$ cat src/sv/b64d_pkg.sv
package b64d_pkg;

  // Result status codes.
  localparam logic [1:0] ST_OK       = 2'd0;
  localparam logic [1:0] ST_BAD_LEN  = 2'd1;
  localparam logic [1:0] ST_BAD_CHAR = 2'd2;

  // Padding character and sextet width.
  localparam logic [7:0] PAD_CHAR = 8'h3D;
  localparam int unsigned SEXTET_W = 6;

  // One decoded group: up to three bytes bound for the output port.
  typedef struct packed {
    logic [23:0] word;    // bytes, first byte in the top bits
    logic [1:0]  count;   // number of bytes to send, 1 to 3
    logic        last;    // group closes the message
    logic [1:0]  status;  // status code carried by every byte of the group
  } group_t;

  // Status of the output stage seen by the decoder.
  typedef struct packed {
    logic can_push;  // queue has room for one more group
    logic empty;     // nothing queued and nothing in flight
  } q_stat_t;

endpackage

$ cat src/sv/b64d_char_if.sv
interface b64d_char_if;
  logic       valid;
  logic       ready;
  logic [7:0] char_in;
  logic       end_of_message;

  modport source (output valid, output char_in, output end_of_message, input ready);
  modport sink   (input valid, input char_in, input end_of_message, output ready);
endinterface

$ cat src/sv/b64d_byte_if.sv
interface b64d_byte_if;
  logic       valid;
  logic       ready;
  logic [7:0] data_byte;
  logic       last_of_message;
  logic [1:0] status;

  modport source (output valid, output data_byte, output last_of_message, output status,
                  input ready);
  modport sink   (input valid, input data_byte, input last_of_message, input status,
                  output ready);
endinterface

$ cat src/sv/base64_stream_decoder_unit.sv
// Streaming Base64 decoder. One character beat is accepted per clock whenever
// the two-entry group queue has room; each character is decoded in the cycle it
// is taken, and every complete group of four characters (or the final group of
// a message) is queued as up to three byte beats, offered in the next cycle at
// the earliest. While the consumer is ready, the output port sends one byte per
// cycle, so a steady stream of full groups runs at one character per cycle.
// The input stalls whenever both queue entries are occupied, which happens when
// the consumer throttles or when a short message closes while a full group is
// still being sent. A message that ends with a bad length or a bad character
// closes with a single beat carrying status and a zero byte, and its earlier
// bytes are to be dropped by the consumer. cfg_wdata_i selects the URL
// alphabet; write it only while the decoder is idle.
module base64_stream_decoder_unit (
  input  logic        clk_i,
  input  logic        rst_ni,
  input  logic        cfg_we_i,
  input  logic        cfg_wdata_i,
  b64d_char_if.sink   in_if,
  b64d_byte_if.source out_if
);
  import b64d_pkg::*;

  // Character to sextet lookup; bit 6 set means not in the alphabet.
  function automatic logic [6:0] sextet_of(input logic [7:0] c, input logic url);
    logic [6:0] r;
    r = 7'h40;
    if (c >= 8'h41 && c <= 8'h5A)      r = {1'b0, 6'(c - 8'h41)};
    else if (c >= 8'h61 && c <= 8'h7A) r = {1'b0, 6'(c - 8'h61 + 8'd26)};
    else if (c >= 8'h30 && c <= 8'h39) r = {1'b0, 6'(c - 8'h30 + 8'd52)};
    else if (url && c == 8'h2D)        r = 7'd62;
    else if (url && c == 8'h5F)        r = 7'd63;
    else if (!url && c == 8'h2B)       r = 7'd62;
    else if (!url && c == 8'h2F)       r = 7'd63;
    return r;
  endfunction

  logic        url_q;
  logic [17:0] accum_q, accum_d;
  logic [1:0]  pos_q, pos_d;
  logic        tpad_q, tpad_d;
  logic        bad_q, bad_d;

  logic        beat_in;
  logic [6:0]  lut;
  logic [5:0]  v;
  logic        pad;
  logic        bad;
  logic        bad_seen;
  logic        tpad_new;
  logic        eom;
  logic [17:0] accum_new;
  logic        push;
  group_t      grp;
  q_stat_t     qstat;

  assign in_if.ready = qstat.can_push;
  assign beat_in     = in_if.valid && in_if.ready;
  assign eom         = in_if.end_of_message;
  assign pad         = (in_if.char_in == PAD_CHAR);
  assign lut         = sextet_of(in_if.char_in, url_q);

  // Configuration register.
  always_ff @(posedge clk_i or negedge rst_ni) begin
    if (!rst_ni) begin
      url_q <= 1'b0;
    end else if (cfg_we_i) begin
      url_q <= cfg_wdata_i;
    end
  end

  // Per-position character check and padding rules.
  always_comb begin
    v        = lut[5:0];
    bad      = 1'b0;
    tpad_new = tpad_q;
    unique case (pos_q)
      2'd0, 2'd1: bad = lut[6];
      2'd2: begin
        if (pad) begin
          v        = '0;
          tpad_new = 1'b1;
        end else begin
          bad = lut[6];
        end
      end
      default: begin
        if (tpad_q) begin
          bad = !(pad && eom);
          v   = '0;
        end else if (pad) begin
          bad = !eom;
          v   = '0;
        end else begin
          bad = lut[6];
        end
      end
    endcase
    if (bad) begin
      v = '0;
    end
    bad_seen  = bad_q || bad;
    accum_new = (pos_q != 2'd3) ? {accum_q[11:0], v} : accum_q;
  end

  // Group assembly, result generation and state update.
  always_comb begin
    accum_d    = accum_new;
    pos_d      = pos_q + 2'd1;
    tpad_d     = tpad_new;
    bad_d      = bad_seen;
    push       = 1'b0;
    grp.word   = {accum_q, v};
    grp.count  = 2'd3;
    grp.last   = 1'b0;
    grp.status = ST_OK;
    if (!eom) begin
      if (pos_q == 2'd3) begin
        push    = !bad_seen;
        accum_d = '0;
        pos_d   = 2'd0;
        tpad_d  = 1'b0;
      end
    end else begin
      push     = 1'b1;
      grp.last = 1'b1;
      priority if (pos_q == 2'd0 || (!url_q && pos_q != 2'd3)) begin
        grp.word   = '0;
        grp.count  = 2'd1;
        grp.status = ST_BAD_LEN;
      end else if (bad_seen) begin
        grp.word   = '0;
        grp.count  = 2'd1;
        grp.status = ST_BAD_CHAR;
      end else if (pos_q == 2'd1) begin
        grp.word  = {accum_new[11:0], 12'd0};
        grp.count = 2'd1;
      end else if (pos_q == 2'd2) begin
        grp.word  = {accum_new, 6'd0};
        grp.count = pad ? 2'd1 : 2'd2;
      end else begin
        grp.word  = {accum_q, v};
        grp.count = tpad_q ? 2'd1 : (pad ? 2'd2 : 2'd3);
      end
      accum_d = '0;
      pos_d   = 2'd0;
      tpad_d  = 1'b0;
      bad_d   = 1'b0;
    end
  end

  always_ff @(posedge clk_i or negedge rst_ni) begin
    if (!rst_ni) begin
      accum_q <= '0;
      pos_q   <= 2'd0;
      tpad_q  <= 1'b0;
      bad_q   <= 1'b0;
    end else if (beat_in) begin
      accum_q <= accum_d;
      pos_q   <= pos_d;
      tpad_q  <= tpad_d;
      bad_q   <= bad_d;
    end
  end

  // Group queue and byte serializer.
  b64d_out_stage u_out (
    .clk_i  (clk_i),
    .rst_ni (rst_ni),
    .push_i (beat_in && push),
    .grp_i  (grp),
    .stat_o (qstat),
    .out_if (out_if)
  );

`ifndef SYNTHESIS
  // A message end always leaves a clean group state behind.
  a_eom_clears: assert property (@(posedge clk_i) disable iff (!rst_ni)
    beat_in && eom |=> pos_q == 2'd0 && !bad_q && !tpad_q)
    else $error("group state not cleared after message end");

  // Error beats always close the message.
  a_err_last: assert property (@(posedge clk_i) disable iff (!rst_ni)
    out_if.valid && out_if.status != ST_OK |-> out_if.last_of_message)
    else $error("error beat without last_of_message");

  // Error beats carry a zero byte.
  a_err_zero: assert property (@(posedge clk_i) disable iff (!rst_ni)
    out_if.valid && out_if.status != ST_OK |-> out_if.data_byte == 8'd0)
    else $error("error beat with nonzero data");

  // An empty queue offers nothing on the output.
  a_empty_idle: assert property (@(posedge clk_i) disable iff (!rst_ni)
    qstat.empty |-> !out_if.valid)
    else $error("output valid while queue empty");
`endif

endmodule

$ cat src/sv/b64d_out_stage.sv
module b64d_out_stage (
  input  logic            clk_i,
  input  logic            rst_ni,
  input  logic            push_i,
  input  b64d_pkg::group_t grp_i,
  output b64d_pkg::q_stat_t stat_o,
  b64d_byte_if.source     out_if
);
  import b64d_pkg::*;

  // Two-entry group queue.
  group_t     entry_q [2];
  logic       wr_ptr_q, wr_ptr_d;
  logic       rd_ptr_q, rd_ptr_d;
  logic [1:0] fill_q, fill_d;
  logic [1:0] idx_q, idx_d;

  group_t head;
  logic   beat_out;
  logic   pop;
  logic   do_push;

  assign head     = entry_q[rd_ptr_q];
  assign beat_out = out_if.valid && out_if.ready;
  assign pop      = beat_out && (idx_q == head.count - 2'd1);
  assign do_push  = push_i && (fill_q != 2'd2);

  // Byte selection from the head group.
  always_comb begin
    out_if.valid           = (fill_q != 2'd0);
    out_if.last_of_message = head.last && (idx_q == head.count - 2'd1);
    out_if.status          = head.status;
    unique case (idx_q)
      2'd0:    out_if.data_byte = head.word[23:16];
      2'd1:    out_if.data_byte = head.word[15:8];
      default: out_if.data_byte = head.word[7:0];
    endcase
  end

  assign stat_o.can_push = (fill_q != 2'd2);
  assign stat_o.empty    = (fill_q == 2'd0);

  // Pointer, fill and byte index update.
  always_comb begin
    wr_ptr_d = do_push ? ~wr_ptr_q : wr_ptr_q;
    rd_ptr_d = pop ? ~rd_ptr_q : rd_ptr_q;
    fill_d   = fill_q + {1'b0, do_push} - {1'b0, pop};
    if (pop) begin
      idx_d = 2'd0;
    end else if (beat_out) begin
      idx_d = idx_q + 2'd1;
    end else begin
      idx_d = idx_q;
    end
  end

  always_ff @(posedge clk_i or negedge rst_ni) begin
    if (!rst_ni) begin
      wr_ptr_q <= 1'b0;
      rd_ptr_q <= 1'b0;
      fill_q   <= 2'd0;
      idx_q    <= 2'd0;
    end else begin
      wr_ptr_q <= wr_ptr_d;
      rd_ptr_q <= rd_ptr_d;
      fill_q   <= fill_d;
      idx_q    <= idx_d;
    end
  end

  // Queue storage needs no reset.
  always_ff @(posedge clk_i) begin
    if (do_push) begin
      entry_q[wr_ptr_q] <= grp_i;
    end
  end

endmodule

$ cat src/flat_wrapper.sv
// flat-port wrapper written by rule: the top's interface ports become plain ports
module base64_stream_decoder_unit_flat import b64d_pkg::*;
  (clk_i, rst_ni, cfg_we_i, cfg_wdata_i, in_if_valid, in_if_char_in, in_if_end_of_message, in_if_ready, out_if_valid, out_if_data_byte, out_if_last_of_message, out_if_status, out_if_ready);
  b64d_char_if in_if_i ();
  b64d_byte_if out_if_i ();
  input  logic clk_i;
  input  logic rst_ni;
  input  logic cfg_we_i;
  input  logic cfg_wdata_i;
  input wire logic [$bits(in_if_i.valid)-1:0] in_if_valid;
  input wire logic [$bits(in_if_i.char_in)-1:0] in_if_char_in;
  input wire logic [$bits(in_if_i.end_of_message)-1:0] in_if_end_of_message;
  output wire logic [$bits(in_if_i.ready)-1:0] in_if_ready;
  output wire logic [$bits(out_if_i.valid)-1:0] out_if_valid;
  output wire logic [$bits(out_if_i.data_byte)-1:0] out_if_data_byte;
  output wire logic [$bits(out_if_i.last_of_message)-1:0] out_if_last_of_message;
  output wire logic [$bits(out_if_i.status)-1:0] out_if_status;
  input wire logic [$bits(out_if_i.ready)-1:0] out_if_ready;
  assign in_if_i.valid = in_if_valid;
  assign in_if_i.char_in = in_if_char_in;
  assign in_if_i.end_of_message = in_if_end_of_message;
  assign in_if_ready = in_if_i.ready;
  assign out_if_valid = out_if_i.valid;
  assign out_if_data_byte = out_if_i.data_byte;
  assign out_if_last_of_message = out_if_i.last_of_message;
  assign out_if_status = out_if_i.status;
  assign out_if_i.ready = out_if_ready;
  base64_stream_decoder_unit u_core (.clk_i(clk_i), .rst_ni(rst_ni), .cfg_we_i(cfg_we_i), .cfg_wdata_i(cfg_wdata_i), .in_if(in_if_i), .out_if(out_if_i));
endmodule
$ cat config.mk
export PLATFORM = sky130hd
export DESIGN_NAME = base64_stream_decoder_unit_flat
export DESIGN_NICKNAME = d
export VERILOG_FILES = /design/src/sv/b64d_pkg.sv /design/src/sv/b64d_char_if.sv /design/src/sv/b64d_byte_if.sv /design/src/sv/base64_stream_decoder_unit.sv /design/src/sv/b64d_out_stage.sv /design/src/flat_wrapper.sv
export SDC_FILE = /design/constraint.sdc
export NUM_CORES = 1
export LEC_CHECK = 0
export ABC_CLOCK_PERIOD_IN_PS = 4000
export BUFFER_PORTS_ARGS = -buffer_cell sky130_fd_sc_hd__buf_2
export CORE_UTILIZATION = 45
export DETAILED_ROUTE_END_ITERATION = 16
export GPL_ROUTABILITY_DRIVEN = 0
export PLACE_DENSITY = 0.64
export SLEW_MARGIN = 20
export SYNTH_ARGS = -nofsm -noshare
export SYNTH_HDL_FRONTEND = slang
export SYNTH_SLANG_ARGS = --single-unit
$ cat constraint.sdc
create_clock -name clk_i -period 4 [get_ports clk_i]
set_input_delay 0.4 -clock clk_i [delete_from_list [all_inputs] [get_ports clk_i]]
set_output_delay 0.4 -clock clk_i [all_outputs]
set_load 0.005 [all_outputs]
==> results of run 1 <==
placed cells by master, fill, tap and decap left out, types with 5 or more instances in the layout:
| cell | n |
|---|---|
| a22oi_1 | 8 |
| o2111ai_1 | 5 |
| nand2_1 | 51 |
| nand2b_1 | 8 |
| inv_1 | 20 |
| buf_2 | 27 |
| o211ai_1 | 6 |
| a31oi_1 | 13 |
| edfxtp_1 | 58 |
| nor2_1 | 25 |
| dfrtp_1 | 29 |
| a22o_1 | 20 |
| ha_1 | 17 |
| clkbuf_8 | 9 |
| o21ai_0 | 41 |
| buf_4 | 10 |
| a211oi_1 | 10 |
| mux2i_1 | 6 |
| nor3_1 | 5 |
| mux2_2 | 7 |
| a21oi_1 | 15 |
| xnor2_1 | 6 |
| o2bb2ai_1 | 10 |
| nand3_1 | 7 |
where the power goes:
| group | internal (uW) | leakage [uW] | total, uW | switching [uW] |
|---|---|---|---|---|
| sequential | 1140 | 0.000922 | 1250 | 114 |
| clock | 234 | 0.0000850 | 558 | 323 |
| combinational | 481 | 0.000996 | 1240 | 761 |
| total | 1860 | 0.00200 | 3050 | 1200 |
final cells by class:
type,count,area [sq um],share of cell area [%]
multi-input cells,327,2210,41.6
clock buffers,10,128,2.40
repair buffers,37,210,3.95
clock inverters,6,52.6,0.988
well taps,136,170,3.20
flip-flops and latches,87,2470,46.4
inverters,21,78.8,1.48
how the worst min path moves through the flow:
stage / to / slack, ps / cells after the start
5_1_grt: u_core.url_q / 100 / 1
4_1_cts: u_core.url_q / 90 / 1
3_3_place_gp: u_core.url_q / 470 / 1
2_1_floorplan: u_core.accum_q[0] / 100 / 0
3_5_place_dp: u_core.url_q / 490 / 1
6_report: u_core.url_q / 70 / 1
registers in the layout (all words and copies together), names as in the netlist:
| name | cells |
|---|---|
| u_core.u_out.entry_q | 58 |
| u_core.accum_q | 18 |
| u_core.pos_q | 2 |
| u_core.u_out.fill_q | 2 |
| u_core.u_out.idx_q | 2 |
| u_core.bad_q | 1 |
| u_core.tpad_q | 1 |
| u_core.u_out.rd_ptr_q | 1 |
| u_core.u_out.wr_ptr_q | 1 |
| u_core.url_q | 1 |
metrics by stage:
stage | instances | setup WS [ps]
6_report | 624 | 931
5_1_grt | 624 | 670
4_1_cts | 624 | 941
3_5_place_dp | 608 | 553
3_3_place_gp | 608 | 614
2_1_floorplan | 461 | 220
Yosys cell counts, types with 13 or more instances:
library cell,count,share of area [%]
nand2_1,51,3.9
dfrtp_1,29,15
a21oi_1,15,1.5
a22o_1,20,3.6
o21ai_0,41,4.2
ha_1,17,4.4
inv_1,20,1.5
a31oi_1,13,1.7
edfxtp_1,58,36
clkbuf_1,21,1.6
nor2_1,27,2.1
metal layers:
metal	global-route usage, %	vias to the layer above	wire length, microns
met3	3.19	16	479
met1	28.4	1772	5150
li1	-	1794	-
met4	6.35	0	195
met5	0	-	0
met2	34.0	96	5240
kinds of logic (layout without fill, tap and decap cells):
group / after synthesis / after routing
mux: 13 / 13
fa+ha+maj: 17 / 17
compound gates: 161 / 161
buf+inv: 47 / 74
simple gates: 126 / 126
xor+xnor: 10 / 10
flops: 87 / 87
==> summary.md, run 1 <==
| Metric | Value |
|---|---|
| Status | `finished clean` |
| Std cell rows | `37` |
| Sequential area share after synthesis | `slightly above 50%` |
| Hold slack | `68.6 ps` |
| DRT antenna net count | `0` |
| R2r worst-path depth | `9` |
| CTS root buf | `clkbuf_8` |
| Setup crit end | `u_core.u_out.fill_q[1]` |
| Critical R2R Launch | `u_core.pos_q[0]` |
| DIE WIDTH | `around 110 microns` |
| ANT cells | `0` |
| Pin count of the biggest net entering global routing | `31` |
| Synth Warn # | `0` |
| Initial DRT Pass Iterations | `5` |
| Synth unique cells | `63` |
| Total power | `~3100 uW` |
| Highest-delay cell along the critical path | `and2_0` |
| Core area | `0.0104 sq mm` |
| Area added between synthesis and finish | `9.39%` |
| Synth Area in Compound Gates | `24.1%` |
| Delay-heaviest family, CP | `simple AND/OR/NAND/NOR gates` |
| Initial antenna violation count | `0` |
| Critical path's most frequent cell | `ha_1` |
| Arrival @ worst endpoint | `approximately 3400 ps` |
| Final setup viols | `0` |
| Die height | `106 microns` |
| Clk slew on worst S/H paths | `90 ps` |
| Critical path depth | `14` |
| CP required | `4290 ps` |
| Drt via density | `5.89` |
| Final Skew | `9.06 ps` |
| Min Tclk post-route | `around 3100 ps` |
| Startpoint type of the worst setup path | `primary input` |
| Global Route Usage Sum | `20.7%` |
| FF-to-FF End | `u_core.u_out.entry_q[0][16]` |
| H-tree depth | `3` |
| Fin. Hold Viols | `0` |
| Dominant synthesized flop cell | `edfxtp_1` |
| CTS tree | `done` |
| VDD IR-drop max | `0.269 mV` |
| Pwr dens | `574 mW/mm^2` |
| TritonCTS buffer count | `9` |
| Post-cts resize count | `0` |
| DRC | `0` |
| Routed WL | `11100 microns` |
| Worst skew pair latency | `roughly 360 ps` |
| Tcrit/Tclk final | `76.7%` |
| Post-CTS setup buffer count | `0` |
| End-of-flow core utilization | `51.1%` |
| Min-Delay Path Class | `in2async` |
| Synth Instances | `461` |
| Fill cell count | `947` |
| Final instance area | `0.00532 sq mm` |
| Main combinational cell family by area after synthesis | `compound AO/OA/AOI/OAI gates` |
| Worst Path Class, Setup | `in2reg` |
| HPWL after DPL | `7840 microns` |
| Slew HR | `52.3%` |
| Placed Area | `0.00514 sq mm` |
| Number of synthesized flops with an enable pin | `58` |
| Final #Nets | `515` |
| Crit-path cells | `buf_2 -> inv_1 -> ha_1 -> nor2b_1 -> o21ai_0 -> and2_0 -> o41ai_4 -> o31a_1 -> or2_1 -> ha_1 -> inv_1 -> ha_1 -> xnor2_1 -> xnor2_1` |
| Die Area | `roughly 0.011 sq mm` |
| Initial Util | `46.7%` |
| Syn nets | `493` |
| Share of layout cells above drive strength 1 | `approximately 15%` |
| Via count | `3678` |
| Worst Tran Pin Value | `approximately 700 ps` |
| First-pass GRT wire length | `about 18000 microns` |
| Synth Area in Adders | `between 4 and 5%` |
| RSZ-0062 raised after global routing | `no` |
| Hold_buf cts | `0` |
| Max-cap viol count | `0` |
| Fmax | `about 330 MHz` |
| Starting DRT DRC Count | `451` |
| Critical Path Sink Type | `register` |
| Worst setup path startpoint | `in_if_char_in[2]` |
| Buf+Inv Stages, Crit Path | `3` |
| Port buffer count | `27` |
| Final-report max-slew violation count | `0` |
| Syn avg cell area | `10.6 sq um` |
| Leakage power | `0.00200 uW` |
| CP Max Fanout | `7` |
| FF+latch count, synth | `slightly below 90` |
| Post-Syn Area | `0.00486 sq mm` |
| Mux share of post-synthesis cell area | `under 10%` |
| Max incr delay on CP | `390 ps` |
| Register-to-register setup slack | `1010 ps` |
| Ys async rst share | `33.3%` |
| Synth Area in XOR/XNOR | `1.80%` |
| Global route total overflow | `0` |
| IO Pins | `28` |
| Vias in the first global route | `3540` |
| TNS Setup | `0 ps` |
| WL/cell | `about 18 microns` |
| Fraction of the mapped netlist area in simple logic gates | `approximately 12%` |
| Clk buf depth | `2` |
| CTS sink count | `87` |
Note: power is estimated with default switching activity, not from simulation.
==> inputs of run 2 (changes only) <==
Settings changed: ABC_CLOCK_PERIOD_IN_PS 4000 to 2700, PLACE_DENSITY 0.64 to 0.66.
Clock period 4 ns to 2.7 ns, I/O delays scaled along.
==> run 2 against run 1 <==
Net effect:
- clock skew up 4.1 ps
- cell area rose by 8.1%
- clock power increased by 62%
- combinational power is 64% higher
- hold slack better by 57 ps
- via count rose by 5.2%
- critical endpoint is now u_core.u_out.entry_q[1][22]
- highest routed layer unchanged
==> summary.md, run 2 (synthesized netlist as in run 1, its figures left out) <==
| Metric | Value |
|---|---|
| Area added between synthesis and finish | `18.2%` |
| Pin count of the biggest net entering global routing | `31` |
| TNS Setup | `0 ps` |
| Status | `finished clean` |
| Port buffer count | `27` |
| Fmax | `389 MHz` |
| H-tree depth | `3` |
| Drt via density | `approximately 5.8` |
| Max-cap viol count | `0` |
| WL/cell | `about 17 microns` |
| Slew HR | `52.2%` |
| Worst skew pair latency | `370 ps` |
| Place WS | `-92.7 ps` |
| Register-to-register setup slack | `130 ps` |
| Worst Hold End | `u_core.url_q` |
| Worst Tran Pin Value | `between 700 and 800 ps` |
| Placed Area | `around 0.0055 sq mm` |
| Largest registers | `u_core.u_out.entry_q x58, u_core.accum_q x18` |
| Core area | `~0.010 sq mm` |
| Die height | `roughly 110 microns` |
| Largest Register | `u_core.u_out.entry_q` |
| IO Pins | `28` |
| DRT antenna net count | `0` |
| Min-Delay Path Class | `in2reg` |
| Share of layout cells above drive strength 1 | `22.5%` |
| Arrival @ worst endpoint | `2670 ps` |
| Final setup viols | `0` |
| Starting DRT DRC Count | `298` |
| Routed WL | `11400 microns` |
| Post-placement cell count | `roughly 650` |
| Initial Util | `46.7%` |
| Clk buf depth | `2` |
| CP required | `2800 ps` |
| FF-to-FF End | `u_core.u_out.entry_q[1][22]` |
| Clk slew on worst S/H paths | `90 ps` |
| Global Route Usage Sum | `a little over a fifth` |
| R2r worst-path depth | `7` |
| HPWL after DPL | `between 8000 and 9000 microns` |
| CTS root buf | `clkbuf_8` |
| Hold Crit Start | `cfg_wdata_i` |
| CTS tree | `done` |
| Fin worst setup slack | `129 ps` |
| First-pass GRT wire length | `~19000 microns` |
| Most common cell after layout, fill and taps aside | `edfxtp_1` |
| DIE WIDTH | `106 microns` |
| Worst Path Class, Setup | `reg2reg` |
| CTS sink count | `87` |
| Max reg flops | `58` |
| CP Max Fanout | `7` |
| VDD IR-drop max | `0.546 mV` |
| Final cell count without fillers | `670` |
| Vias in the first global route | `between 3000 and 4000` |
| Hold slack | `126 ps` |
| Global route total overflow | `0` |
| Hold Crit Depth | `2` |
| Final #Nets | `561` |
| Min Tclk post-route | `2570 ps` |
| Std cell rows | `37` |
| Leakage power | `0.00225 uW` |
| Initial antenna violation count | `0` |
| Final-report max-slew violation count | `0` |
| Critical Path Sink Type | `register` |
| TritonCTS buffer count | `9` |
| Pwr dens | `831 mW/mm^2` |
| Via count | `3871` |
| Final instance area | `0.00575 sq mm` |
| ANT cells | `0` |
| Final Skew | `13.2 ps` |
| Most frequent cells in the layout | `edfxtp_1 (58), buf_4 (53), nand2_1 (51)` |
| Tcrit/Tclk final | `95.2%` |
| Startpoint type of the worst setup path | `register` |
| Initial DRT Pass Iterations | `5` |
| Critical R2R Launch | `u_core.pos_q[0]` |
| Die Area | `around 0.011 sq mm` |
| Fin. Hold Viols | `0` |
| DRC | `0` |
[run 2: area by class of cell]
type | instances | area [sq um]
Timing Repair Buffer | 83 | 583
Tap cell | 136 | 170
Inverter | 21 | 78.8
Multi-Input combinational cell | 327 | 2250
Clock inverter | 6 | 68.8
Clock buffer | 10 | 128
Fill cell | 938 | 4670
Sequential cell | 87 | 2470
[run 2: power by group]
part	total [uW]	internal, uW	switching [uW]
Clock	905	432	473
Combinational	2030	855	1180
Sequential	1840	1690	153
Total	4780	2980	1800
[run 2: worst max-delay path by stage]
stage                          start                     endpoint  slack [ps]
global placement    in_if_char_in[3]   u_core.u_out.entry_q[0][9]         -60
detailed placement  in_if_char_in[2]   u_core.u_out.entry_q[0][9]         -90
CTS                  u_core.pos_q[0]  u_core.u_out.entry_q[1][12]         180
finish               u_core.pos_q[0]  u_core.u_out.entry_q[1][22]         130
global route         u_core.pos_q[0]  u_core.u_out.entry_q[1][22]          -6
floorplan           in_if_char_in[2]       u_core.u_out.fill_q[1]         -30
[run 2: per-stage QoR]
| stage | utilization (%) | total power (uW) |
|---|---|---|
| global route | 55.2 | 5080 |
| detailed placement | 53.1 | 3900 |
| CTS | 55.1 | 4800 |
| floorplan | - | 3140 |
| finish | 55.2 | 4780 |
| global placement | 53.1 | 3850 |
[run 2: worst max-delay path, cell delays in order, from the launching register on]
cell and delay [ps]:
dfrtp_1 420, inv_1 80, ha_1 280, nor4_1 380, a31oi_1 170, buf_4 190
a21o_1 270, o32ai_1 510
[run 2: what timing repair did]
action	4_1_cts	5_1_grt
hold endpoints to repair	29	0
hold buffers	1	0
endpoints found under the setup margin	0	14
gates resized for setup	0	2
buffers inserted	0	0
[run 2: routing by layer]
layer	track usage, %	routed length (microns)	part of all wire, %
met5	0	0	0
met4	8.63	212	1.9
met3	3.49	528	4.6
met2	34.0	5430	48
met1	29.6	5220	46
